--- src/rtl/core/bls_pkg.sv ---
// Shared types and constants for the bounded LIFO stack.
// No dependencies; imported by every module in rtl/core.
`default_nettype none
package bls_pkg;

   localparam int DEPTH   = 256;
   localparam int WORD_W  = 32;
   localparam int COUNT_W = 9;
   localparam int ADDR_W  = (DEPTH > 1) ? $clog2(DEPTH) : 1;
   localparam int OCC_W   = $clog2(DEPTH + 1);

   typedef logic signed [WORD_W-1:0] word_type;
   typedef logic [ADDR_W-1:0]        addr_type;
   typedef logic [OCC_W-1:0]         occ_type;
   typedef logic [COUNT_W-1:0]       count_type;

   typedef enum logic [1:0] {
      OP_PUSH    = 2'd0,
      OP_POP     = 2'd1,
      OP_TOP     = 2'd2,
      OP_REVERSE = 2'd3
   } func_type;

   typedef struct packed {
      logic     wr_en;
      logic     rd_en;
      addr_type addr;
      word_type wr_data;
   } mem_cmd_type;

   typedef struct packed {
      logic      ok;
      logic      rd_sel;
      count_type count;
   } rsp_info_type;

endpackage
`default_nettype wire

--- src/rtl/core/bls_ctrl.sv ---
// Stack pointer control: occupancy, circular base and direction, address mapping.
// Depends on bls_pkg; drives the command port of bls_ram.
`default_nettype none
module bls_ctrl
   import bls_pkg::*;
(
   input  wire logic     clock,
   input  wire logic     reset,
   input  wire logic     accept,
   input  wire logic [1:0] func,
   input  wire word_type data,
   output mem_cmd_type   mem_cmd,
   output rsp_info_type  info
);

   localparam occ_type            FULL    = OCC_W'(DEPTH);
   localparam logic [ADDR_W:0]    DEPTH_X = (ADDR_W+1)'(DEPTH);

   occ_type  occ_ff, occ_in;
   addr_type base_ff, base_in;
   logic     dir_ff, dir_in;

   func_type        op;
   occ_type         idx;
   addr_type        idx_a;
   logic [ADDR_W:0] fwd;
   logic [ADDR_W:0] bwd;
   addr_type        phys;
   logic            empty;
   logic            full;

   assign op    = func_type'(func);
   assign empty = (occ_ff == '0);
   assign full  = (occ_ff == FULL);
   assign idx   = (op == OP_PUSH) ? occ_ff : occ_ff - OCC_W'(1);
   assign idx_a = ADDR_W'(idx);
   assign fwd   = {1'b0, base_ff} + {1'b0, idx_a};
   assign bwd   = {1'b0, base_ff} - {1'b0, idx_a};

   always_comb begin
      if (!dir_ff) begin
         phys = (fwd >= DEPTH_X) ? ADDR_W'(fwd - DEPTH_X) : ADDR_W'(fwd);
      end else begin
         phys = bwd[ADDR_W] ? ADDR_W'(bwd + DEPTH_X) : ADDR_W'(bwd);
      end
   end

   always_comb begin
      occ_in          = occ_ff;
      base_in         = base_ff;
      dir_in          = dir_ff;
      mem_cmd.wr_en   = 1'b0;
      mem_cmd.rd_en   = 1'b0;
      mem_cmd.addr    = phys;
      mem_cmd.wr_data = data;
      info.ok         = 1'b0;
      info.rd_sel     = 1'b0;
      unique case (op)
         OP_PUSH: begin
            if (!full) begin
               info.ok       = 1'b1;
               mem_cmd.wr_en = accept;
               occ_in        = occ_ff + OCC_W'(1);
            end
         end
         OP_POP: begin
            if (!empty) begin
               info.ok       = 1'b1;
               info.rd_sel   = 1'b1;
               mem_cmd.rd_en = accept;
               occ_in        = occ_ff - OCC_W'(1);
            end
         end
         OP_TOP: begin
            if (!empty) begin
               info.ok       = 1'b1;
               info.rd_sel   = 1'b1;
               mem_cmd.rd_en = accept;
            end
         end
         OP_REVERSE: begin
            info.ok = 1'b1;
            if (!empty) begin
               base_in = phys;
               dir_in  = ~dir_ff;
            end
         end
      endcase
      info.count = COUNT_W'(occ_in);
   end

   always_ff @(posedge clock) begin
      if (reset) begin
         occ_ff  <= '0;
         base_ff <= '0;
         dir_ff  <= 1'b0;
      end else if (accept) begin
         occ_ff  <= occ_in;
         base_ff <= base_in;
         dir_ff  <= dir_in;
      end
   end

`ifndef NO_ASSERTIONS
   a_occ_bound: assert property (@(posedge clock) disable iff (reset)
      occ_ff <= FULL) else $error("occupancy above depth");

   a_base_bound: assert property (@(posedge clock) disable iff (reset)
      {1'b0, base_ff} < DEPTH_X) else $error("base pointer out of range");

   a_one_access: assert property (@(posedge clock) disable iff (reset)
      !(mem_cmd.wr_en && mem_cmd.rd_en)) else $error("read and write in one beat");

   a_push_grows: assert property (@(posedge clock) disable iff (reset)
      (accept && op == OP_PUSH && !full) |=> occ_ff == $past(occ_ff) + OCC_W'(1))
      else $error("push did not advance occupancy");

   a_idle_hold: assert property (@(posedge clock) disable iff (reset)
      !accept |=> $stable(occ_ff) && $stable(base_ff) && $stable(dir_ff))
      else $error("pointer state moved without a beat");
`endif

endmodule
`default_nettype wire

--- config.mk ---
export PLATFORM = sky130hd
export DESIGN_NAME = bls_ctrl
export DESIGN_NICKNAME = d
export VERILOG_FILES = /design/src/rtl/core/bls_pkg.sv /design/src/rtl/core/bls_ctrl.sv
export SDC_FILE = /design/constraint.sdc
export NUM_CORES = 1
export LEC_CHECK = 0
export BUFFER_PORTS_ARGS = -buffer_cell sky130_fd_sc_hd__buf_2
export CAP_MARGIN = 20
export CORE_ASPECT_RATIO = 0.8
export CORE_MARGIN = 3
export CORE_UTILIZATION = 44
export DETAILED_ROUTE_END_ITERATION = 16
export GPL_ROUTABILITY_DRIVEN = 0
export PLACE_DENSITY = 0.8
export SYNTH_ARGS = -nofsm -noshare
export SYNTH_HDL_FRONTEND = slang
export SYNTH_SLANG_ARGS = --single-unit
--- constraint.sdc ---
create_clock -name clock -period 5.7 [get_ports clock]
set_clock_uncertainty 0.2 [all_clocks]
set_input_delay 1.425 -clock clock [delete_from_list [all_inputs] [get_ports clock]]
set_output_delay 1.425 -clock clock [all_outputs]
set_load 0.03 [all_outputs]
=== Word-level counts from Yosys, hierarchy flattened ===
Index checks and enable logic that the tools add are counted.

* Register bits: 18
* Input bits: 37
* Output and inout bits: 53
* Word-level logic and storage cells: 35

* Add/sub/neg operators: 6
* Order comparisons: 1
* Equal/unequal tests: 4
* Muxes and demuxes: 15
* Bitwise gates (word level): 2
* Reductions and logical operators: 4

{| class="wikitable"
|+ Operators by type and width
! operator !! number
|-
| $mux W8 || 4
|-
| $mux W9 || 2
|-
| $pmux W9 S2 || 1
|-
| $add A8 B8 Y9 || 1
|-
| $add A9 B1 Y9 const B || 1
|-
| $eq A9 B9 Y1 const B || 1
|-
| $ge A9 B9 Y1 const B || 1
|-
| $logic_not A9 Y1 || 1
|-
| $sub A8 B8 Y9 || 1
|-
| $sub A9 B1 Y9 const B || 1
|-
| $add A8 B1 Y8 const B || 1
|-
| $sub A8 B1 Y8 const B || 1
|-
| $mux W1 || 6
|-
| $eq A2 B2 Y1 const B || 2
|-
| $pmux W1 S3 || 1
|-
| $reduce_and A3 Y1 || 1
|-
| $eq A2 B1 Y1 const B || 1
|-
| $logic_not A2 Y1 || 1
|-
| $mux W2 || 1
|-
| $not A1 Y1 || 2
|-
| $reduce_or A2 Y1 || 1
|}

=== Longest topological paths before layout ===
* Word-level depth: 6
* Depth in mapped cells: 18
* Mapped depth without buffers: 16

=== Worst setup path after synthesis ===
No wires, ideal clock.

* Path type: input-to-output
* Start: input port func[1]
* End: output port mem_cmd[37] in the netlist's numbering
* Data arrival time: 4,422 ps
* Required time: 4,075 ps
* Slack: -347 ps
* Cell stages on the path: 15
* Buffers on the path: 3
* Cells stage by stage: inv_1 > ha_1 > buf_2 > clkbuf_1 > buf_1 > xor2_1 > ha_1 > a21boi_1 > nor2_1 > xor2_1 > ha_1 > and3_1 > a21oi_1 > nand3b_1 > xor2_1

{| class="wikitable"
|+ RTL lines
! element !! line !! RTL
|-
| from (decl) || bls_ctrl.sv:10 || <nowiki>input wire logic [1:0] func,</nowiki>
|-
| to (decl) || bls_ctrl.sv:12 || <nowiki>output mem_cmd_type mem_cmd,</nowiki>
|}

==> run metrics <==
status completed; Post-Syn Area 0.002180 mm²; top-area cell type share of the netlist area between 15 and 20%; vias in the first global route 1878; ANT nets after route 0; startpoint class of the critical path input pin; Chip Height ~69 µm; initial antenna violation count 0; CTS Hold Bufs 0; CTS sink count 18; internal power roughly 400 µW; DRT Pass-1 Iters 4; die footprint 0.005839 mm²; Syn Inst Count 290; diodes inserted 0; RSZ-0062 raised after global routing yes; fraction of registers with async set/reset 0%; register area share after synthesis 16.53%; Total Nets Final around 350; grt ovf 0; P_leak 0.001072 µW; GRT Total Usage 18.86%; worst skew pair latency 270 ps; CTS Buf Count 3; min-delay src base_ff[2]; combinational group share of total power roughly 66%; final worst slack approximately 12 ps; pre-CTS setup slack -159.9 ps; Reg2Reg Launch Point occ_ff[3]; Cell Pwr Density just over 300 mW/mm²; Max Slew Vio Count 0; Layout area overhead 14.24%; YS warnings 0; Critical Path Sink Type output pin; Switching Fraction 46.19%; starting DRC count in detailed routing 170; fillers 416; syn nets approximately 340; Synth area leader dfxtp_1; slowest CP cell xor3_2; Worst path top cell family by delay XOR/XNOR gates; Root Driver clkbuf_8; Clk network pwr share 14.8%; syn avg cell area approximately 7.5 µm²; most frequent cells in the layout buf_4, nor2_1, buf_2, nand2_1, dfxtp_1; Worst Setup SP func[1]; final setup vio count 0; critical path's largest stage delay 430 ps; Psw ~350 µW; setup TNS 0 ps; Slew headroom about three fifths; Worst EP required between 4000 and 5000 ps; CP Cell Sequence buf_8, inv_4, ha_4, buf_8, xor2_2, ha_2, a21boi_4, nor2_2, xor2_1, ha_1, and3_4, a21oi_4, a31oi_4, xor3_2, inv_4, buf_6; Hold Fails Final Rpt 0; largest net degree at the start of global routing 21; drt via density 5.800; Post-synth top flop dfxtp_1; main area contributors after synthesis dfxtp_1, buf_4, ha_1; worst endpoint data arrival time 4060 ps; Via Count 2059; Starting Density 46.58%; # port buffers 25; final period utilization approximately 100%; Distinct cells, synth 59; CTS tree yes; H-tree depth 1; EDFF count, synth 0; Total Power around 760 µW; fmax 175.8 MHz; Detailed Place HPWL roughly 3800 µm; share of layout cells above drive strength 1 roughly a third; Rows 22; Setup CP Type in -> out; final core occ ~53%; Final min period 5688 ps; DIE WIDTH around 85 µm; Slew @ Worst Pin 610.3 ps; Remaining DRCs 0; first-pass GRT wire length between 8000 and 9000 µm; VDD IR-drop max approximately 0.00017 V; buffers and inverters on the worst path 5; final WL approximately 5600 µm; commonest non-fill, non-tap cell in the layout buf_4; Crit Path Max Fanout 7; #FFs+latches synth 18; Ports 90; Core ar. 0.004679 mm²; sequential fraction of design power about a fifth; Max-Cap Viols 0; worst hold path class reg -> reg; Worst-path clk slew about 80 ps; Clock Path Buffers 2; WL per Instance between 15 and 20 µm
## repair_timing
action	CTS	global route
setup endpoints to repair	2	4
gates resized for setup	5	27
pin swaps	2	14
buffers inserted	0	2
## power groups by stage
stage | logic [µW] | clock network, µW | registers, µW
final | 498 | 112 | 147
after global routing | 538 | 121 | 148
after CTS | 467 | 114 | 146
after detailed placement | 453 | 0 | 149
after global placement | 444 | 0 | 149
after floorplan | 372 | 0 | 142
## cells by family (layout without fill, tap and decap cells)
group / count (synthesis) / after routing / synth area share (%)
adder cells (fa/ha/maj): 14 / 14 / 8.381
AND/OR/NAND/NOR: 97 / 97 / 25.09
flip-flops: 18 / 18 / 16.53
XOR/XNOR: 21 / 21 / 9.185
multiplexers: 4 / 4 / 1.837
buffers and inverters: 70 / 75 / 18.25
AO/OA/AOI/OAI: 66 / 66 / 20.72
## flip-flops by register name, summed over array words and instances (netlist names)
signal and cells:
dir_ff 1, occ_ff 9, base_ff 8
## per-stage QoR
stage               area, µm²  hold slack [ps]  cells
floorplan                2236            240.0    290
global placement         2277            250.3    349
detailed placement       2277            260.1    349
CTS                      2350            270.4    353
global route             2490            296.1    355
finish                   2490            270.8    355
## worst min-delay path, cell delays in order (launching register included)
cell and delay (ps):
dfxtp_1 320, nand2_1 50, a21oi_1 60
## cells in the mapped netlist (4+ instances only)
library cell / count
mux2i_1: 4
a31o_2: 4
nor2_1: 23
ha_1: 13
nand3_1: 9
nor3_1: 8
dfxtp_1: 18
a31oi_1: 8
xor2_1: 6
and3_1: 13
xnor2_1: 14
a21oi_1: 18
o21ai_0: 8
inv_1: 16
buf_4: 33
clkbuf_1: 14
nand2_1: 20
## layer usage
layer | up-vias | GRT usage, % | wire length (µm)
met5 | - | 0 | 0
met4 | 0 | 5.336 | 116
met3 | 17 | 3.088 | 430
met2 | 82 | 32.03 | 2640
met1 | 969 | 25.02 | 2419
li1 | 991 | - | -
## cell type report
class / count / area (µm²) / area share, %
clock buffer: 4 / 55.05 / 2.211
timing repair buffer: 53 / 375.4 / 15.08
inverter: 18 / 72.57 / 2.915
sequential: 18 / 360.3 / 14.47
multi-input combinational: 202 / 1551 / 62.31
tap: 60 / 75.07 / 3.015
## path summary, 6_finish.rpt
kind                 endpoint  slack [ps]  depth (start not counted)
setup / recovery  mem_cmd[39]          10                         16
hold / removal     base_ff[2]         270                          2
setup reg to reg   base_ff[7]        1900                         13
hold reg to reg    base_ff[2]         270                          2
Note: power is estimated with default switching activity, not from simulation.
